## src/hw/rtl/rpnc_pkg.sv

```systemverilog
// Shared types and codes for the RPN stack calculator.
`default_nettype none

package rpnc_pkg;

	// Operation codes carried by a request.
	typedef enum logic [3:0] {
		OP_PUSH  = 4'd0,
		OP_NEG   = 4'd1,
		OP_DUP   = 4'd2,
		OP_SWAP  = 4'd3,
		OP_PEEK  = 4'd4,
		OP_CLEAR = 4'd5,
		OP_DUMP  = 4'd6,
		OP_ADD   = 4'd7,
		OP_SUB   = 4'd8,
		OP_MUL   = 4'd9,
		OP_DIV   = 4'd10
	} op_t;

	// Status codes reported with each result.
	typedef enum logic [1:0] {
		ST_OK   = 2'd0,
		ST_FEW  = 2'd1,
		ST_DIVZ = 2'd2,
		ST_FULL = 2'd3
	} status_t;

	// Request payload.
	typedef struct packed {
		logic [3:0]         operation;
		logic signed [31:0] operand_value;
	} req_t;

	// Result payload.
	typedef struct packed {
		logic signed [31:0] result_value;
		logic               has_value;
		status_t            status;
		logic               last_of_run;
	} rsp_t;

	// Stack write address, relative to the entry count.
	typedef enum logic [1:0] {
		WA_N  = 2'd0,
		WA_N1 = 2'd1,
		WA_N2 = 2'd2
	} wr_addr_sel_t;

	// Stack write data source.
	typedef enum logic [2:0] {
		WD_VAL  = 3'd0,
		WD_NEG  = 3'd1,
		WD_TOP  = 3'd2,
		WD_SEC  = 3'd3,
		WD_SUM  = 3'd4,
		WD_DIFF = 3'd5,
		WD_UNIT = 3'd6
	} wr_data_sel_t;

	// Commands from the controller to the datapath.
	typedef struct packed {
		logic         capture;
		logic         rd_en;
		logic         rd_walk;
		logic         wr_en;
		wr_addr_sel_t wr_addr;
		wr_data_sel_t wr_data;
		logic         cnt_inc;
		logic         cnt_dec;
		logic         cnt_clr;
		logic         walk_load;
		logic         walk_dec;
		logic         unit_start;
		logic         unit_div;
		logic         emit;
		logic         emit_has;
		status_t      emit_status;
		logic         emit_last;
	} dp_cmd_t;

	// Status from the datapath to the controller.
	typedef struct packed {
		logic empty;
		logic lt2;
		logic full;
		logic top_zero;
		logic walk_zero;
		logic unit_done;
	} dp_stat_t;

endpackage

`default_nettype wire

```

## src/hw/rtl/rpnc_muldiv.sv

```systemverilog
// Iterative multiply and signed divide unit, one bit per cycle.
`default_nettype none

module rpnc_muldiv #(
	parameter int W = 32
) (
	input  wire logic         clk,
	input  wire logic         arst_n,
	input  wire logic         start,
	input  wire logic         is_div,
	input  wire logic [W-1:0] a,
	input  wire logic [W-1:0] b,
	output logic              done,
	output logic [W-1:0]      res
);

	localparam int CW = $clog2(W + 1);

	logic          run_q;
	logic          done_q;
	logic [CW-1:0] cnt_q;
	logic          div_q;
	logic          neg_q;
	logic [W-1:0]  acc_q;
	logic [W-1:0]  x_q;
	logic [W-1:0]  y_q;
	logic [W-1:0]  rem_q;

	logic [W-1:0]  abs_a;
	logic [W-1:0]  abs_b;
	logic [W:0]    rem_sh;
	logic          ge;
	logic [W:0]    rem_nx;

	// Operand magnitudes for division; the most negative value maps onto itself.
	assign abs_a = a[W-1] ? ('0 - a) : a;
	assign abs_b = b[W-1] ? ('0 - b) : b;

	// Restoring division step: shift in the next dividend bit and try a subtract.
	assign rem_sh = {rem_q, x_q[W-1]};
	assign ge     = rem_sh >= {1'b0, y_q};
	assign rem_nx = ge ? (rem_sh - {1'b0, y_q}) : rem_sh;

	// Control sequencing.
	always_ff @(posedge clk or negedge arst_n) begin
		if (!arst_n) begin
			run_q  <= 1'b0;
			done_q <= 1'b0;
			cnt_q  <= '0;
		end else begin
			done_q <= 1'b0;
			if (start) begin
				run_q <= 1'b1;
				cnt_q <= CW'(W);
			end else if (run_q) begin
				cnt_q <= cnt_q - 1'b1;
				if (cnt_q == CW'(1)) begin
					run_q  <= 1'b0;
					done_q <= 1'b1;
				end
			end
		end
	end

	// Operand and partial result registers.
	always_ff @(posedge clk) begin
		if (start) begin
			div_q <= is_div;
			neg_q <= a[W-1] ^ b[W-1];
			acc_q <= '0;
			rem_q <= '0;
			x_q   <= is_div ? abs_a : a;
			y_q   <= is_div ? abs_b : b;
		end else if (run_q) begin
			if (div_q) begin
				rem_q <= rem_nx[W-1:0];
				x_q   <= {x_q[W-2:0], ge};
			end else begin
				if (y_q[0]) begin
					acc_q <= acc_q + x_q;
				end
				x_q <= {x_q[W-2:0], 1'b0};
				y_q <= {1'b0, y_q[W-1:1]};
			end
		end
	end

	// Quotient takes its sign at the end; the product is already in place.
	assign res  = div_q ? (neg_q ? ('0 - x_q) : x_q) : acc_q;
	assign done = done_q;

endmodule

`default_nettype wire

```

## src/hw/rtl/rpnc_datapath.sv

```systemverilog
// Datapath of the RPN stack calculator: stack memory, count, adder and result register.
`default_nettype none

module rpnc_datapath #(
	parameter int STACK_DEPTH = 32,
	parameter int VALUE_WIDTH = 32
) (
	input  wire logic              clk,
	input  wire logic              arst_n,
	input  wire rpnc_pkg::req_t    req,
	input  wire rpnc_pkg::dp_cmd_t cmd,
	output rpnc_pkg::dp_stat_t     stat,
	output logic                   done,
	output rpnc_pkg::rsp_t         rsp
);

	import rpnc_pkg::*;

	localparam int CNT_W  = $clog2(STACK_DEPTH + 1);
	localparam int ADDR_W = $clog2(STACK_DEPTH);

	logic [VALUE_WIDTH-1:0] stack_mem [STACK_DEPTH];

	logic [CNT_W-1:0]       count_q;
	logic [ADDR_W-1:0]      walk_q;
	logic [VALUE_WIDTH-1:0] val_q;
	logic [VALUE_WIDTH-1:0] rd_a_q;
	logic [VALUE_WIDTH-1:0] rd_b_q;
	logic                   done_q;
	rsp_t                   rsp_q;

	logic [CNT_W-1:0]       cnt_m1;
	logic [CNT_W-1:0]       cnt_m2;
	logic [ADDR_W-1:0]      addr_a;
	logic [ADDR_W-1:0]      wr_addr;
	logic [VALUE_WIDTH-1:0] wr_data;
	logic [VALUE_WIDTH-1:0] unit_res;
	logic                   unit_done;
	logic signed [63:0]     top_ext;

	// Addresses relative to the entry count.
	assign cnt_m1 = count_q - CNT_W'(1);
	assign cnt_m2 = count_q - CNT_W'(2);
	assign addr_a = cmd.rd_walk ? walk_q : cnt_m1[ADDR_W-1:0];

	always_comb begin
		case (cmd.wr_addr)
			WA_N:    wr_addr = count_q[ADDR_W-1:0];
			WA_N1:   wr_addr = cnt_m1[ADDR_W-1:0];
			WA_N2:   wr_addr = cnt_m2[ADDR_W-1:0];
			default: wr_addr = count_q[ADDR_W-1:0];
		endcase
	end

	// Write data: top is rd_a_q, the entry below it is rd_b_q.
	always_comb begin
		case (cmd.wr_data)
			WD_VAL:  wr_data = val_q;
			WD_NEG:  wr_data = '0 - rd_a_q;
			WD_TOP:  wr_data = rd_a_q;
			WD_SEC:  wr_data = rd_b_q;
			WD_SUM:  wr_data = rd_b_q + rd_a_q;
			WD_DIFF: wr_data = rd_b_q - rd_a_q;
			WD_UNIT: wr_data = unit_res;
			default: wr_data = val_q;
		endcase
	end

	// Stack memory with one write port and two registered read ports.
	always_ff @(posedge clk) begin
		if (cmd.wr_en) begin
			stack_mem[wr_addr] <= wr_data;
		end
		if (cmd.rd_en) begin
			rd_a_q <= stack_mem[addr_a];
			rd_b_q <= stack_mem[cnt_m2[ADDR_W-1:0]];
		end
	end

	// Request value, sign-extended or cut to the stack width.
	always_ff @(posedge clk) begin
		if (cmd.capture) begin
			val_q <= VALUE_WIDTH'(64'(req.operand_value));
		end
	end

	// Entry count and dump walk pointer.
	always_ff @(posedge clk or negedge arst_n) begin
		if (!arst_n) begin
			count_q <= '0;
			walk_q  <= '0;
		end else begin
			if (cmd.cnt_clr) begin
				count_q <= '0;
			end else if (cmd.cnt_inc) begin
				count_q <= count_q + CNT_W'(1);
			end else if (cmd.cnt_dec) begin
				count_q <= cnt_m1;
			end
			if (cmd.walk_load) begin
				walk_q <= cnt_m1[ADDR_W-1:0];
			end else if (cmd.walk_dec) begin
				walk_q <= walk_q - ADDR_W'(1);
			end
		end
	end

	// Shared multiply and divide unit.
	rpnc_muldiv #(
		.W(VALUE_WIDTH)
	) u_muldiv (
		.clk    (clk),
		.arst_n (arst_n),
		.start  (cmd.unit_start),
		.is_div (cmd.unit_div),
		.a      (rd_b_q),
		.b      (rd_a_q),
		.done   (unit_done),
		.res    (unit_res)
	);

	// Result register; the strobe lasts one cycle.
	assign top_ext = 64'(signed'(rd_a_q));

	always_ff @(posedge clk or negedge arst_n) begin
		if (!arst_n) begin
			done_q <= 1'b0;
		end else begin
			done_q <= cmd.emit;
		end
	end

	always_ff @(posedge clk) begin
		if (cmd.emit) begin
			rsp_q.result_value <= cmd.emit_has ? 32'(top_ext) : '0;
			rsp_q.has_value    <= cmd.emit_has;
			rsp_q.status       <= cmd.emit_status;
			rsp_q.last_of_run  <= cmd.emit_last;
		end
	end

	assign done = done_q;
	assign rsp  = rsp_q;

	// Status for the controller.
	assign stat.empty     = count_q == '0;
	assign stat.lt2       = count_q < CNT_W'(2);
	assign stat.full      = count_q == CNT_W'(STACK_DEPTH);
	assign stat.top_zero  = rd_a_q == '0;
	assign stat.walk_zero = walk_q == '0;
	assign stat.unit_done = unit_done;

	// The count stays within the stack.
	a_count_range: assert property (@(posedge clk) disable iff (!arst_n)
		count_q <= CNT_W'(STACK_DEPTH))
		else $error("entry count beyond stack depth");

	// A growing write never lands on a full stack.
	a_no_push_full: assert property (@(posedge clk) disable iff (!arst_n)
		cmd.cnt_inc |-> !stat.full)
		else $error("count increment on a full stack");

	// Two-operand results only replace two existing entries.
	a_dec_two: assert property (@(posedge clk) disable iff (!arst_n)
		cmd.cnt_dec |-> !stat.lt2)
		else $error("count decrement with fewer than two entries");

	// Result strobes are never back to back.
	a_strobe_gap: assert property (@(posedge clk) disable iff (!arst_n)
		done_q |=> !done_q)
		else $error("result strobe in two consecutive cycles");

endmodule

`default_nettype wire

```

## src/hw/rtl/rpnc_ctrl.sv

```systemverilog
// Controller state machine of the RPN stack calculator.
`default_nettype none

module rpnc_ctrl (
	input  wire logic               clk,
	input  wire logic               arst_n,
	input  wire logic               start,
	input  wire logic [3:0]         operation,
	input  wire rpnc_pkg::dp_stat_t stat,
	output rpnc_pkg::dp_cmd_t       cmd,
	output logic                    busy
);

	import rpnc_pkg::*;

	typedef enum logic [2:0] {
		S_IDLE,
		S_FETCH,
		S_EXEC,
		S_SWAP2,
		S_ITER,
		S_DUMP_RD,
		S_DUMP_OUT
	} state_t;

	state_t state_q;
	state_t state_d;
	op_t    op_q;
	logic   busy_q;

	// Next state and datapath commands.
	always_comb begin
		state_d         = state_q;
		cmd             = '0;
		cmd.emit_status = ST_OK;
		cmd.emit_last   = 1'b1;
		case (state_q)
			S_IDLE: begin
				if (start) begin
					cmd.capture = 1'b1;
					state_d     = S_FETCH;
				end
			end
			S_FETCH: begin
				cmd.rd_en = 1'b1;
				state_d   = S_EXEC;
			end
			S_EXEC: begin
				state_d  = S_IDLE;
				cmd.emit = 1'b1;
				case (op_q)
					OP_PUSH: begin
						if (stat.full) begin
							cmd.emit_status = ST_FULL;
						end else begin
							cmd.wr_en   = 1'b1;
							cmd.wr_addr = WA_N;
							cmd.wr_data = WD_VAL;
							cmd.cnt_inc = 1'b1;
						end
					end
					OP_NEG: begin
						if (stat.empty) begin
							cmd.emit_status = ST_FEW;
						end else begin
							cmd.wr_en   = 1'b1;
							cmd.wr_addr = WA_N1;
							cmd.wr_data = WD_NEG;
						end
					end
					OP_DUP: begin
						if (stat.empty) begin
							cmd.emit_status = ST_FEW;
						end else if (stat.full) begin
							cmd.emit_status = ST_FULL;
						end else begin
							cmd.wr_en   = 1'b1;
							cmd.wr_addr = WA_N;
							cmd.wr_data = WD_TOP;
							cmd.cnt_inc = 1'b1;
						end
					end
					OP_SWAP: begin
						if (stat.lt2) begin
							cmd.emit_status = ST_FEW;
						end else begin
							cmd.emit    = 1'b0;
							cmd.wr_en   = 1'b1;
							cmd.wr_addr = WA_N1;
							cmd.wr_data = WD_SEC;
							state_d     = S_SWAP2;
						end
					end
					OP_PEEK: begin
						if (stat.empty) begin
							cmd.emit_status = ST_FEW;
						end else begin
							cmd.emit_has = 1'b1;
						end
					end
					OP_CLEAR: begin
						cmd.cnt_clr = 1'b1;
					end
					OP_DUMP: begin
						if (!stat.empty) begin
							cmd.emit      = 1'b0;
							cmd.walk_load = 1'b1;
							state_d       = S_DUMP_RD;
						end
					end
					OP_ADD, OP_SUB: begin
						if (stat.lt2) begin
							cmd.emit_status = ST_FEW;
						end else begin
							cmd.wr_en   = 1'b1;
							cmd.wr_addr = WA_N2;
							cmd.wr_data = (op_q == OP_ADD) ? WD_SUM : WD_DIFF;
							cmd.cnt_dec = 1'b1;
						end
					end
					OP_MUL: begin
						if (stat.lt2) begin
							cmd.emit_status = ST_FEW;
						end else begin
							cmd.emit       = 1'b0;
							cmd.unit_start = 1'b1;
							state_d        = S_ITER;
						end
					end
					OP_DIV: begin
						// Empty stack first, then a zero divisor, then a lone entry.
						if (stat.empty) begin
							cmd.emit_status = ST_FEW;
						end else if (stat.top_zero) begin
							cmd.emit_status = ST_DIVZ;
						end else if (stat.lt2) begin
							cmd.emit_status = ST_FEW;
						end else begin
							cmd.emit       = 1'b0;
							cmd.unit_start = 1'b1;
							cmd.unit_div   = 1'b1;
							state_d        = S_ITER;
						end
					end
					default: begin
						// Unknown operations report plain success.
					end
				endcase
			end
			S_SWAP2: begin
				cmd.wr_en   = 1'b1;
				cmd.wr_addr = WA_N2;
				cmd.wr_data = WD_TOP;
				cmd.emit    = 1'b1;
				state_d     = S_IDLE;
			end
			S_ITER: begin
				if (stat.unit_done) begin
					cmd.wr_en   = 1'b1;
					cmd.wr_addr = WA_N2;
					cmd.wr_data = WD_UNIT;
					cmd.cnt_dec = 1'b1;
					cmd.emit    = 1'b1;
					state_d     = S_IDLE;
				end
			end
			S_DUMP_RD: begin
				cmd.rd_en   = 1'b1;
				cmd.rd_walk = 1'b1;
				state_d     = S_DUMP_OUT;
			end
			S_DUMP_OUT: begin
				cmd.emit      = 1'b1;
				cmd.emit_has  = 1'b1;
				cmd.emit_last = stat.walk_zero;
				if (stat.walk_zero) begin
					state_d = S_IDLE;
				end else begin
					cmd.walk_dec = 1'b1;
					state_d      = S_DUMP_RD;
				end
			end
			default: begin
				state_d = S_IDLE;
			end
		endcase
	end

	// State, latched operation and busy flag.
	always_ff @(posedge clk or negedge arst_n) begin
		if (!arst_n) begin
			state_q <= S_IDLE;
			busy_q  <= 1'b0;
			op_q    <= OP_PUSH;
		end else begin
			state_q <= state_d;
			busy_q  <= state_d != S_IDLE;
			if (cmd.capture) begin
				op_q <= op_t'(operation);
			end
		end
	end

	assign busy = busy_q;

endmodule

`default_nettype wire

```

## src/hw/rtl/rpn_integer_stack_calculator.sv

```systemverilog
// Top level of the reverse-Polish integer stack calculator.
//
//  Channel   Ports                  Handshake
//  request   start, busy, req       taken at a rising edge with start high and busy low
//  result    done, rsp              done high for one cycle; the result is taken then
//
// A request is finished before the next is taken. Simple requests and every error result
// pass a registered stack read, then the update and result; swap adds a second write.
// Multiply and divide wait for the unit, which retires one bit per cycle, before the
// update and result. Dump gives a read and a result for each entry, top first.
// Reset empties the stack at once; busy stays high while a request is in progress,
// and the receiver cannot stall the result strobe.
`default_nettype none

module rpn_integer_stack_calculator #(
	parameter int STACK_DEPTH = 32,
	parameter int VALUE_WIDTH = 32
) (
	input  wire logic            clk,
	input  wire logic            arst_n,
	input  wire logic            start,
	output logic                 busy,
	input  wire rpnc_pkg::req_t  req,
	output logic                 done,
	output rpnc_pkg::rsp_t       rsp
);

	import rpnc_pkg::*;

	dp_cmd_t  cmd;
	dp_stat_t stat;

	// Sequencing of each request.
	rpnc_ctrl u_ctrl (
		.clk       (clk),
		.arst_n    (arst_n),
		.start     (start),
		.operation (req.operation),
		.stat      (stat),
		.cmd       (cmd),
		.busy      (busy)
	);

	// Stack storage and arithmetic.
	rpnc_datapath #(
		.STACK_DEPTH (STACK_DEPTH),
		.VALUE_WIDTH (VALUE_WIDTH)
	) u_datapath (
		.clk    (clk),
		.arst_n (arst_n),
		.req    (req),
		.cmd    (cmd),
		.stat   (stat),
		.done   (done),
		.rsp    (rsp)
	);

endmodule

`default_nettype wire

```

## config.mk

```make
export PLATFORM = sky130hd
export DESIGN_NAME = rpn_integer_stack_calculator
export DESIGN_NICKNAME = d
export VERILOG_FILES = /design/src/hw/rtl/rpnc_pkg.sv /design/src/hw/rtl/rpnc_muldiv.sv /design/src/hw/rtl/rpnc_datapath.sv /design/src/hw/rtl/rpnc_ctrl.sv /design/src/hw/rtl/rpn_integer_stack_calculator.sv
export SDC_FILE = /design/constraint.sdc
export NUM_CORES = 2
export LEC_CHECK = 0
export BUFFER_PORTS_ARGS = -buffer_cell sky130_fd_sc_hd__buf_2
export CORE_MARGIN = 2
export CORE_UTILIZATION = 55
export DETAILED_ROUTE_END_ITERATION = 16
export PLACE_DENSITY = 0.74
export SYNTH_ARGS = -nofsm -noshare
export SYNTH_HDL_FRONTEND = slang
export SYNTH_SLANG_ARGS = --single-unit
export TNS_END_PERCENT = 20
```

## constraint.sdc

```tcl
create_clock -name clk -period 7.8 [get_ports clk]
set_clock_uncertainty 0.2 [all_clocks]
set_input_delay 1.95 -clock clk [delete_from_list [all_inputs] [get_ports clk]]
set_output_delay 1.95 -clock clk [all_outputs]
set_load 0.01 [all_outputs]
```

==> metrics <==
status finished clean; clk_lat worst skew 0.79 ns; asr flop ratio synth 2.131%; EDFF count, synth 1,222; Crit path max-delay family simple AND/OR/NAND/NOR gates; Fill cells 8,884; pre-CTS setup slack 1.076 ns; Net Sw Frac 39.97%; ys flop type edfxtp_1; unrepaired setup endpoints after global routing no; Die ar. 0.1260 sq mm; Worst path max stage delay 0.89 ns; initial DRC count 6,221; DR WL/cell 29.84 um; Mean Syn Cell Area 15.08 sq um; Pre-antenna DRT Iters 9; post-CTS setup buffer count 0; Buf/Inv on CP 1; total gr overflow 0; Arr. time, crit path 7.10 ns; RD Place Congestion 0.9405; Cell variety after synth 89; Die W 354.9 um; initial antenna violation count 6; htree depth 4; Root Buffer clkbuf_16; Startpoint Class register; Cells after Synth 4,491; Final period util 88.18%; hold_buf cts 0; DP HPWL 117,900 um; Combinational Power Share 48.3%; met2 GRT Util 45.68%; hold crit path type register to register; largest net degree at the start of global routing 154; vias 43,020; final period demand of the worst path 6.878 ns; number of diodes 0; GR peak layer met2; post-CTS sizing 0; area growth from synthesis to layout 10.77%; Crit Path Max Fanout 32; register area share after synthesis 57.11%; worst slew pin tran 1.330 ns; PortBufs 76; CTS tree built; setup TNS 0 ns; # setup viols final 0; antenna viol nets, final 0; Starting Density 55.50%; vias per cell 6.866; Net Count, Synth 4,642; slowest CP cell o21ai_2; top post-synthesis cells by area edfxtp_1, mux4_2, ha_1; DRC 0; Lkg Pwr 0.02489 uW; clock network fraction of total power 19.7%; total length of routed wires 187,000 um; share of cells above drive strength 1 25.51%; core box area 0.1220 sq mm; # rows 128; final core utilization 61.48%; MaxCap Viol Count 0; Synth area leader edfxtp_1; first-pass GRT wire length 276,300 um; # clock sinks 1,314; met3 Use GR 6.036%; share of the synthesized area in the top cell type 54.18%; I/O pin count 77; Pwr Total 33,350 uW; NumNets Final 4,683; Clock Path Buffers 3; relative slew slack 11.34%; flop and latch count out of synthesis 1,314; Clock Pin Slew Worst Setup and Hold Paths 0.06 ns; sequential power share 32.1%; P_sw 13,330 uW; most frequent cells after synthesis edfxtp_1, mux4_2, nand2_1; top-count cell post-synth edfxtp_1; grt met1 use 42.56%; worst vdd ir 0.4577 mV; pwr dens 444.5 mW/mm^2; synthesized area 0.06773 sq mm; fmax 0.1454 GHz; overall routing resource usage 29.84%; vias in the first global route 41,710; Cell Int Power 20,020 uW; die span in y 354.9 um; Ys Warns 0; crit end category register; Final Max Slew Viols 0; CP required 8.02 ns; CP Class register to register; fin worst setup slack 0.9216 ns; final hold vios 0; cell breakdown of the critical path inv_1 > ha_1 > or3b_1 > or4_4 > or2_2 > nor3_1 > nor2_1 > xnor2_1 > ha_1 > nand3_1 > nor4_1 > o211ai_1 > nand2_1 > o31ai_1 > o21ai_0 > o41ai_1 > nand2b_1 > xnor2_1 > o21ai_2; cts bufs inserted 141
## worst paths after layout
check / from / endpoint / slack (ns) / depth (start not counted)
max: u_datapath.rd_a_q[0]$_DFFE_PP_ / u_datapath.stack_mem[9][27]$_DFFE_PP_ / 0.92 / 19
min: u_datapath.u_muldiv.acc_q[19]$_SDFFE_PP0P_ / u_datapath.u_muldiv.acc_q[19]$_SDFFE_PP0P_ / 0.28 / 2
max reg2reg: u_datapath.rd_a_q[0]$_DFFE_PP_ / u_datapath.stack_mem[9][27]$_DFFE_PP_ / 0.92 / 19
min reg2reg: u_datapath.u_muldiv.acc_q[19]$_SDFFE_PP0P_ / u_datapath.u_muldiv.acc_q[19]$_SDFFE_PP0P_ / 0.28 / 2
min in group asynchronous: arst_n / u_datapath.count_q[0]$_DFFE_PN0P_ / 1.00 / 1
max in group asynchronous: arst_n / u_datapath.count_q[1]$_DFFE_PN0P_ / 5.91 / 1
## metrics by stage
| step | hold WS, ns | cell area [sq um] | cells |
|---|---|---|---|
| 6_report | 0.2769 | 75020 | 6266 |
| 2_1_floorplan | 0.2460 | 67730 | 4491 |
| 3_5_place_dp | 0.2684 | 70530 | 6014 |
| 5_1_grt | 0.2998 | 75020 | 6266 |
| 4_1_cts | 0.2782 | 75020 | 6266 |
| 3_3_place_gp | 0.2568 | 70530 | 6014 |
## layout by cell type (no fill, tap or decap), types with 100 or more instances in the layout
cell          n
o21ai_0     200
edfxtp_1   1222
a21oi_1     210
nand2_1     311
nor2_1      231
clkbuf_16   142
mux2_2      100
mux4_2      576
buf_4       111
ha_1        108
## logic make-up (layout without fill, tap and decap cells)
logic type	after synthesis	in the layout	share of synthesized area (%)
multiplexers	770	770	22.21
AND/OR/NAND/NOR	901	901	6.229
flip-flops	1314	1314	57.11
AO/OA/AOI/OAI	814	814	7.556
buffers and inverters	384	534	2.265
adder cells (fa/ha/maj)	112	112	2.102
XOR/XNOR	196	196	2.535
## area by class of cell
type                       count  area (sq um)  share of cell area (%)
clock buffer                 167          3647                   4.861
inverter                      87         326.6                  0.4353
timing repair buffer         195          1374                   1.831
clock inverter                85         847.1                   1.129
tap                         1625          2033                   2.710
multi-input combinational   2793         28110                   37.47
sequential                  1314         38680                   51.56
## tightest hold or removal path, stage by stage, from the launching register on
cell and delay, ns:
dfxtp_1 0.32, nand2_1 0.06, a21oi_1 0.05
## registers in the layout, indices dropped and copies added (netlist names), 4 cells and up
| name | flops |
|---|---|
| u_datapath.rd_a_q | 32 |
| u_ctrl.op_q | 4 |
| u_datapath.rsp | 36 |
| u_datapath.u_muldiv.y_q | 32 |
| u_datapath.u_muldiv.acc_q | 32 |
| u_datapath.u_muldiv.x_q | 32 |
| u_datapath.stack_mem | 1024 |
| u_datapath.rd_b_q | 32 |
| u_datapath.val_q | 32 |
| u_datapath.u_muldiv.rem_q | 32 |
| u_datapath.u_muldiv.cnt_q | 6 |
| u_datapath.walk_q | 5 |
| u_datapath.count_q | 6 |
## power by group through the flow
stage               Combinational, uW  Clock, uW  Sequential, uW
finish                          16100       6560           10700
global route                    17100       6900           10800
CTS                             15900       6630           10700
detailed placement              15800          0           10800
global placement                15600          0           10800
floorplan                       11100          0           10300
## per-layer routing
metal  up-vias  wire length, um
met5         -                0
met2      2651            87180
met1     21860            71140
met4         0             7354
met3       360            21310
li1      18150                -
Note: power is estimated with default switching activity, not from simulation.
